[src/rtl/kml_pkg.sv]
package kml_pkg;

	// Sizes fixed by the port fields
	localparam int MAX_POINTS_DEF = 1024;
	localparam int MAX_CLUSTERS = 16;
	localparam int FEATURES_MAX = 8;
	localparam int FEATURE_BITS = 16;
	localparam int CENT_BITS = 24;
	localparam int IDX_W = 10;
	localparam int CL_W = 4;
	localparam int KC_W = 5;
	localparam int FC_W = 4;
	localparam int F_W = 3;
	localparam int RC_W = 8;
	localparam int CFG_IDX_W = 2;
	localparam int CFG_DATA_W = 8;

	// Distance arithmetic: point*256 - centroid, squared, summed over features
	localparam int DIFF_W = FEATURE_BITS + 9;
	localparam int SQ_W = 2 * DIFF_W - 1;
	localparam int DIST_W = SQ_W + F_W;

	// Item kinds
	localparam logic [1:0] KIND_LOAD = 2'd0;
	localparam logic [1:0] KIND_RD_PT = 2'd1;
	localparam logic [1:0] KIND_RD_CT = 2'd2;
	localparam logic [1:0] KIND_NONE = 2'd3;

	// Result status codes
	localparam logic [1:0] ST_OK = 2'd0;
	localparam logic [1:0] ST_RANGE = 2'd1;
	localparam logic [1:0] ST_FULL = 2'd2;

	// Register indexes
	localparam logic [CFG_IDX_W-1:0] REG_CLUSTERS = 2'd0;
	localparam logic [CFG_IDX_W-1:0] REG_FEATURES = 2'd1;
	localparam logic [CFG_IDX_W-1:0] REG_ROUNDS = 2'd2;

	typedef struct packed {
		logic [1:0] kind;
		logic [IDX_W-1:0] item_index;
		logic last_point;
		logic signed [FEATURE_BITS-1:0] feat0;
		logic signed [FEATURE_BITS-1:0] feat1;
		logic signed [FEATURE_BITS-1:0] feat2;
		logic signed [FEATURE_BITS-1:0] feat3;
		logic signed [FEATURE_BITS-1:0] feat4;
		logic signed [FEATURE_BITS-1:0] feat5;
		logic signed [FEATURE_BITS-1:0] feat6;
		logic signed [FEATURE_BITS-1:0] feat7;
	} item_t;

	typedef struct packed {
		logic [IDX_W-1:0] echo_index;
		logic [CL_W-1:0] assigned_cluster;
		logic [1:0] status;
		logic signed [CENT_BITS-1:0] cent0;
		logic signed [CENT_BITS-1:0] cent1;
		logic signed [CENT_BITS-1:0] cent2;
		logic signed [CENT_BITS-1:0] cent3;
		logic signed [CENT_BITS-1:0] cent4;
		logic signed [CENT_BITS-1:0] cent5;
		logic signed [CENT_BITS-1:0] cent6;
		logic signed [CENT_BITS-1:0] cent7;
	} result_t;

	// Result source select
	typedef enum logic [1:0] {OSEL_LOAD, OSEL_PT, OSEL_CT} osel_t;

	// Controller to datapath
	typedef struct packed {
		logic in_ld;
		logic div_mod;
		logic div_mean;
		logic ld_wr;
		logic pt_rd;
		logic ct_rd;
		logic from_item;
		logic acc_clr;
		logic acc_en;
		logic row_ld;
		logic row_upd;
		logic ct_wr;
		logic sq_en;
		logic dist_clr;
		logic best_upd;
		logic asg_wr;
		logic out_ld;
		osel_t osel;
		logic [CL_W-1:0] j;
		logic [F_W-1:0] f;
		logic [KC_W-1:0] k;
	} cmd_t;

	// Datapath to controller
	typedef struct packed {
		logic [1:0] kind;
		logic last;
		logic div_done;
		logic has_members;
		logic out_busy;
	} sts_t;

endpackage

[src/rtl/kml_ctrl.sv]
// Sequencer: item decode, load, reads, and the update and assignment sweeps
module kml_ctrl #(
	parameter int MAX_POINTS = kml_pkg::MAX_POINTS_DEF
) (
	input logic clk,
	input logic arst_n,
	input logic item_valid,
	output logic item_ready,
	input logic cfg_valid,
	input logic [kml_pkg::CFG_IDX_W-1:0] cfg_index,
	input logic [kml_pkg::CFG_DATA_W-1:0] cfg_data,
	input kml_pkg::sts_t sts,
	output kml_pkg::cmd_t cmd,
	output logic [$clog2(MAX_POINTS+1)-1:0] point_idx,
	output logic [$clog2(MAX_POINTS+1)-1:0] pts_loaded
);

	localparam int CNT_W = $clog2(MAX_POINTS + 1);

	typedef enum logic [4:0] {
		S_IDLE, S_DECODE, S_LD_WAIT, S_LD_WR, S_RD_OUT,
		S_UPD_START, S_UPD_SWEEP, S_UPD_DRAIN, S_UPD_CHK, S_UPD_ROW,
		S_UPD_DIV, S_UPD_WAIT, S_UPD_WR,
		S_ASG_PT, S_ASG_CT, S_ASG_DIST, S_ASG_SUM, S_ASG_CMP, S_ASG_WR,
		S_RND_END
	} state_t;

	state_t state_q;
	logic [CNT_W-1:0] i_q;
	logic [CNT_W-1:0] pl_q;
	logic [kml_pkg::CL_W-1:0] j_q;
	logic [kml_pkg::F_W-1:0] f_q;
	logic [kml_pkg::RC_W-1:0] r_q;
	logic [kml_pkg::KC_W-1:0] cc_q;
	logic [kml_pkg::FC_W-1:0] fc_q;
	logic [kml_pkg::RC_W-1:0] rc_q;

	logic [kml_pkg::KC_W-1:0] k_eff;
	logic [kml_pkg::FC_W-1:0] nf_eff;
	logic full;
	logic last_i;
	logic last_j;
	logic last_f;
	logic last_r;
	logic is_read;

	// clamp the registers to their working ranges
	assign k_eff = (cc_q == '0) ? kml_pkg::KC_W'(1) :
		(cc_q > kml_pkg::KC_W'(kml_pkg::MAX_CLUSTERS)) ?
		kml_pkg::KC_W'(kml_pkg::MAX_CLUSTERS) : cc_q;
	assign nf_eff = (fc_q == '0) ? kml_pkg::FC_W'(1) :
		(fc_q > kml_pkg::FC_W'(kml_pkg::FEATURES_MAX)) ?
		kml_pkg::FC_W'(kml_pkg::FEATURES_MAX) : fc_q;

	assign full = pl_q >= CNT_W'(MAX_POINTS);
	assign last_i = i_q == pl_q - CNT_W'(1);
	assign last_j = {1'b0, j_q} == k_eff - kml_pkg::KC_W'(1);
	assign last_f = {1'b0, f_q} == nf_eff - kml_pkg::FC_W'(1);
	assign last_r = r_q == rc_q - kml_pkg::RC_W'(1);
	assign is_read = sts.kind == kml_pkg::KIND_RD_PT || sts.kind == kml_pkg::KIND_RD_CT;

	// state, loop counters and registers
	always_ff @(posedge clk or negedge arst_n) begin
		if (!arst_n) begin
			state_q <= S_IDLE;
			i_q <= '0;
			pl_q <= '0;
			j_q <= '0;
			f_q <= '0;
			r_q <= '0;
			cc_q <= kml_pkg::KC_W'(2);
			fc_q <= kml_pkg::FC_W'(8);
			rc_q <= kml_pkg::RC_W'(10);
		end else begin
			if (cfg_valid) begin
				unique case (cfg_index)
					kml_pkg::REG_CLUSTERS: cc_q <= cfg_data[kml_pkg::KC_W-1:0];
					kml_pkg::REG_FEATURES: fc_q <= cfg_data[kml_pkg::FC_W-1:0];
					kml_pkg::REG_ROUNDS: rc_q <= cfg_data[kml_pkg::RC_W-1:0];
					default: ;
				endcase
			end
			unique case (state_q)
				S_IDLE: begin
					if (item_valid) begin
						state_q <= S_DECODE;
					end
				end
				S_DECODE: begin
					if (sts.kind == kml_pkg::KIND_LOAD) begin
						state_q <= full ? S_LD_WR : S_LD_WAIT;
					end else if (is_read) begin
						state_q <= S_RD_OUT;
					end else begin
						state_q <= S_IDLE;
					end
				end
				S_LD_WAIT: begin
					if (sts.div_done) begin
						state_q <= S_LD_WR;
					end
				end
				S_LD_WR: begin
					if (!sts.out_busy) begin
						if (!full) begin
							pl_q <= pl_q + CNT_W'(1);
						end
						r_q <= '0;
						j_q <= '0;
						state_q <= (sts.last && rc_q != '0) ? S_UPD_START : S_IDLE;
					end
				end
				S_RD_OUT: begin
					if (!sts.out_busy) begin
						state_q <= S_IDLE;
					end
				end
				// update: sum the members of cluster j, then divide per feature
				S_UPD_START: begin
					i_q <= '0;
					state_q <= (pl_q == '0) ? S_UPD_DRAIN : S_UPD_SWEEP;
				end
				S_UPD_SWEEP: begin
					if (last_i) begin
						state_q <= S_UPD_DRAIN;
					end else begin
						i_q <= i_q + CNT_W'(1);
					end
				end
				S_UPD_DRAIN: state_q <= S_UPD_CHK;
				S_UPD_CHK: begin
					f_q <= '0;
					if (sts.has_members) begin
						state_q <= S_UPD_ROW;
					end else if (last_j) begin
						i_q <= '0;
						state_q <= (pl_q == '0) ? S_RND_END : S_ASG_PT;
					end else begin
						j_q <= j_q + kml_pkg::CL_W'(1);
						state_q <= S_UPD_START;
					end
				end
				S_UPD_ROW: state_q <= S_UPD_DIV;
				S_UPD_DIV: state_q <= S_UPD_WAIT;
				S_UPD_WAIT: begin
					if (sts.div_done) begin
						if (last_f) begin
							state_q <= S_UPD_WR;
						end else begin
							f_q <= f_q + kml_pkg::F_W'(1);
							state_q <= S_UPD_DIV;
						end
					end
				end
				S_UPD_WR: begin
					if (last_j) begin
						i_q <= '0;
						state_q <= (pl_q == '0) ? S_RND_END : S_ASG_PT;
					end else begin
						j_q <= j_q + kml_pkg::CL_W'(1);
						state_q <= S_UPD_START;
					end
				end
				// assignment: nearest centroid for point i
				S_ASG_PT: begin
					j_q <= '0;
					state_q <= S_ASG_CT;
				end
				S_ASG_CT: begin
					f_q <= '0;
					state_q <= S_ASG_DIST;
				end
				S_ASG_DIST: begin
					if (last_f) begin
						state_q <= S_ASG_SUM;
					end else begin
						f_q <= f_q + kml_pkg::F_W'(1);
					end
				end
				S_ASG_SUM: state_q <= S_ASG_CMP;
				S_ASG_CMP: begin
					if (last_j) begin
						state_q <= S_ASG_WR;
					end else begin
						j_q <= j_q + kml_pkg::CL_W'(1);
						state_q <= S_ASG_CT;
					end
				end
				S_ASG_WR: begin
					if (last_i) begin
						state_q <= S_RND_END;
					end else begin
						i_q <= i_q + CNT_W'(1);
						state_q <= S_ASG_PT;
					end
				end
				S_RND_END: begin
					j_q <= '0;
					if (last_r) begin
						state_q <= S_IDLE;
					end else begin
						r_q <= r_q + kml_pkg::RC_W'(1);
						state_q <= S_UPD_START;
					end
				end
				default: state_q <= S_IDLE;
			endcase
		end
	end

	// command decode
	always_comb begin
		cmd = '0;
		cmd.j = j_q;
		cmd.f = f_q;
		cmd.k = k_eff;
		cmd.osel = kml_pkg::OSEL_LOAD;
		unique case (state_q)
			S_IDLE: cmd.in_ld = 1'b1;
			S_DECODE: begin
				cmd.div_mod = sts.kind == kml_pkg::KIND_LOAD && !full;
				cmd.from_item = 1'b1;
				cmd.pt_rd = is_read;
				cmd.ct_rd = is_read;
			end
			S_LD_WR: begin
				cmd.ld_wr = !sts.out_busy;
				cmd.out_ld = !sts.out_busy;
			end
			S_RD_OUT: begin
				cmd.out_ld = !sts.out_busy;
				cmd.osel = (sts.kind == kml_pkg::KIND_RD_PT) ?
					kml_pkg::OSEL_PT : kml_pkg::OSEL_CT;
			end
			S_UPD_START: cmd.acc_clr = 1'b1;
			S_UPD_SWEEP: begin
				cmd.pt_rd = 1'b1;
				cmd.acc_en = 1'b1;
			end
			S_UPD_CHK: cmd.ct_rd = sts.has_members;
			S_UPD_ROW: cmd.row_ld = 1'b1;
			S_UPD_DIV: cmd.div_mean = 1'b1;
			S_UPD_WAIT: cmd.row_upd = sts.div_done;
			S_UPD_WR: cmd.ct_wr = 1'b1;
			S_ASG_PT: cmd.pt_rd = 1'b1;
			S_ASG_CT: begin
				cmd.ct_rd = 1'b1;
				cmd.dist_clr = 1'b1;
			end
			S_ASG_DIST: cmd.sq_en = 1'b1;
			S_ASG_CMP: cmd.best_upd = 1'b1;
			S_ASG_WR: cmd.asg_wr = 1'b1;
			default: ;
		endcase
	end

	assign item_ready = state_q == S_IDLE;
	assign point_idx = i_q;
	assign pts_loaded = pl_q;

	a_pl_bound: assert property (@(posedge clk) disable iff (!arst_n)
		pl_q <= CNT_W'(MAX_POINTS)) else $error("point count beyond store size");
	a_sweep_in_range: assert property (@(posedge clk) disable iff (!arst_n)
		(state_q == S_UPD_SWEEP || state_q == S_ASG_WR) |-> i_q < pl_q)
		else $error("point sweep beyond loaded points");

endmodule

[config.mk]
export PLATFORM = sky130hd
export DESIGN_NAME = kml_ctrl
export DESIGN_NICKNAME = d
export VERILOG_FILES = /design/src/rtl/kml_pkg.sv /design/src/rtl/kml_ctrl.sv
export SDC_FILE = /design/constraint.sdc
export NUM_CORES = 1
export LEC_CHECK = 0
export ABC_AREA = 1
export BUFFER_PORTS_ARGS = -buffer_cell sky130_fd_sc_hd__buf_2
export CORE_MARGIN = 10
export CORE_UTILIZATION = 33
export CTS_CLUSTER_DIAMETER = 100
export CTS_CLUSTER_SIZE = 16
export DETAILED_ROUTE_END_ITERATION = 10
export PLACE_DENSITY = 0.5
export SYNTH_ARGS = -nofsm -noshare
export SYNTH_HDL_FRONTEND = slang
export SYNTH_SLANG_ARGS = --single-unit
[constraint.sdc]
create_clock -name clk -period 3.1 [get_ports clk]
set_clock_uncertainty 0.15 [all_clocks]
set_input_delay 0.62 -clock clk [delete_from_list [all_inputs] [get_ports clk]]
set_output_delay 0.62 -clock clk [all_outputs]
set_load 0.01 [all_outputs]
==> out/metrics.csv <==
metric,value,unit
clockRootBuffer,clkbuf_16,
arrival,2170,ps
synth_area,4393,um^2
path_max_fanout,5,
final-instance-count-excl-fill,907,
r2r_slack,310,ps
min_period,2941,ps
grt_pass1_vias,4348,
seq_area_frac_synth,33.72,%
outcome,"finished, final reports clean",
finalPower,3.401,mW
synth_nets,677,
crit_path_top_delay_cell,nor3_1,
rr_startpoint,cc_q[2]$_DFFE_PN0P_,
syn_area_per_cell,6.811,um^2
fp.dieW,135.4,um
routedWlPerCell,14.83,um
setup-violations-final,0,
rr_endpoint,point_idx[7]$_DFFE_PN0P_,
p_leak,2.831,nW
antenna_cells,0,
synth_cell_types,40,
path_cells,"nor2_4, inv_1, nor3_1, nand2_1, nand2_1, inv_1, nand2_1, buf_2",
ios,74,
cts.repair.resized,0,
gp_congestion,0.8940,
yosysWarnings,0,
register_area,1481,um^2
grt_max_degree,24,
firstDrtPassIters,4,
start_kind,register,
end_kind,primary output,
gr-total-overflow,0,
ant_nets,0,
syn_inst,645,
multiInputGateArea,2476,um^2
dpl.hpwl,10.80,mm
hold_buffers,0,
ys_ff_latch,59,
viasPerCell,4.813,
drt_wl_total,13.45,mm
via_count,4365,
post-cts-setup-buffer-count,0,
cts_tree,yes,
drt_first_iter_violations,268,
finalHoldViolCount,0,
cap_violations,0,
r2r_cells,16,
rows,42,
cp-endpoint,cmd[25],
fin_setup_tns,0,ps
critPathRequiredTime,2330,ps
maxSlewHeadroom,60.71,%
cts_made_buffers,9,
drive_above_1_share,17.51,%
grt_pass1_wl,22.05,mm
cts_max_level,3,
worst_path_largest_cell_delay,460,ps
grt_util_all_layers,15.19,%
clockBufferDepth,2,
start_util,33.44,%
drc,0,
fillers,1443,
drv_slew,0,
grt_setup_unrepaired,false,
nNetsFinal,758,
worst_pin_slew,584.9,ps
antenna_found_initial,0,
clk_latency,340,ps
crit_path_start,state_q[3]$_DFFE_PN0P_,
dieHeight,135.4,um
dpl.cell_count,891,
dieArea,18330,um^2
crit_type,register to primary output,
period_share,94.87,%
hold_class,input port to async pin,
coreArea,13140,um^2
timing.fmax,340.0,MHz
io_buffer_count,73,
area_delta_synth_final,20.25,%
critPathMostFrequentCell,nand2_1,
cts_sinks,59,
peakVddDrop,0.1994,mV
power.density,643.7,nW/um^2
clk_pin_slew,60,ps
## cell type report
| type | instances | area share (%) |
|---|---|---|
| clock buffer | 12 | 4.856 |
| clock inverter | 4 | 1.397 |
| inverter | 101 | 7.177 |
| multi-input combinational | 478 | 46.87 |
| sequential | 59 | 28.04 |
| tap | 176 | 4.169 |
| timing repair buffer | 77 | 7.485 |
## report_power, final
group	switching, mW	leakage (nW)	internal, mW	total, mW
Combinational	0.826	1.93	0.423	1.25
Clock	0.374	0.163	0.747	1.12
Sequential	0.148	0.737	0.883	1.03
Total	1.35	2.83	2.05	3.40
## worst min-delay path by stage
stage                                      endpoint                 from  slack [ps]
after floorplan                 cc_q[0]$_DFFE_PN0P_               arst_n         170
after global placement          fc_q[0]$_DFFE_PN0P_  fc_q[0]$_DFFE_PN0P_         320
after detailed placement        fc_q[0]$_DFFE_PN0P_  fc_q[0]$_DFFE_PN0P_         330
after CTS                 pts_loaded[2]$_DFFE_PN0P_               arst_n         120
after global routing      pts_loaded[2]$_DFFE_PN0P_               arst_n         140
final                     pts_loaded[2]$_DFFE_PN0P_               arst_n         110
## Yosys cell counts
cell type	n	share of area, %
nand2_1	171	15
inv_1	98	8.4
nor2_1	87	7.4
dfrtp_1	55	31
nand3_1	49	5.6
o21ai_0	36	4.1
xor2_1	31	6.2
a21oi_1	15	1.7
nand4_1	14	2.0
ha_1	12	3.4
nor3_1	8	0.91
o21ai_2	7	1.4
nand3b_1	5	0.85
xnor2_1	5	1.0
dfstp_2	4	2.4
nand2_2	4	0.57
nor2_2	4	0.57
nor2_4	4	1.0
o31ai_1	4	0.68
inv_2	3	0.26
a31oi_1	2	0.28
buf_2	2	0.23
clkbuf_1	2	0.17
mux2_2	2	0.51
nand2_4	2	0.51
nor3_2	2	0.46
nor4_1	2	0.28
o21ai_1	2	0.23
or2_2	2	0.28
a21boi_0	1	0.17
a21oi_4	1	0.37
buf_12	1	0.46
buf_4	1	0.17
buf_6	1	0.26
nand4_2	1	0.28
o2111ai_1	1	0.20
o211a_1	1	0.23
o211ai_1	1	0.17
o22ai_1	1	0.14
o41ai_1	1	0.20
## stage by stage
stage          setup slack [ps]  instance area [um^2]  hold WS (ps)  util, %
6_report                  159.2                  5283         109.3    40.21
5_1_grt                   17.80                  5283         136.5    40.21
4_1_cts                   160.5                  5283         116.9    40.21
3_5_place_dp              316.3                  4952         330.7    37.70
3_3_place_gp              414.7                  4952         318.6    37.70
2_1_floorplan             671.3                  4393         174.4        -
## worst max-delay path: cells and delay by family, from the launching register on
family | cells | cell delay (ps)
and+or+nand+nor | 5 | 1090
DFF | 1 | 450
buffers and inverters | 3 | 290
## flip-flops by register name, indices dropped and copies added, names as in the netlist
register / count
cc_q: 5
f_q: 3
fc_q: 4
j_q: 4
point_idx: 11
pts_loaded: 11
r_q: 8
rc_q: 8
state_q: 5
## layer usage
layer  vias to the layer above  global-route usage (%)  routed length (um)  part of all wire [%]
met5                         -                       0                   0                     0
li1                       2212                       -                   -                     -
met1                      2028                   18.41                6057                    45
met3                        20                   4.043                 731                   5.4
met4                         0                   6.340                 303                   2.3
met2                       105                   24.93                6360                    47
## placed cells by master (no fill, tap or decap), types with 7 or more instances in the layout
cell type and instances:
inv_1 98, nor2_1 87, xor2_1 31, nand4_1 14, clkbuf_16 9, nand3_1 49, nand2_1 171, o21ai_0 36
o21ai_2 7, nor3_1 8, buf_2 73, dfrtp_1 55, ha_1 12, a21oi_1 15
## kinds of logic (layout without fill, tap and decap cells)
| group | after synthesis | in the layout | share of synthesized area (%) |
|---|---|---|---|
| multiplexers | 2 | 2 | 0.5126 |
| AO/OA/AOI/OAI | 73 | 73 | 9.884 |
| XOR/XNOR | 36 | 36 | 7.177 |
| AND/OR/NAND/NOR | 355 | 355 | 35.37 |
| buffers and inverters | 108 | 194 | 9.912 |
| adder cells (fa/ha/maj) | 12 | 12 | 3.418 |
| flip-flops | 59 | 59 | 33.72 |
No activity file was read; power rests on OpenSTA's default activity.
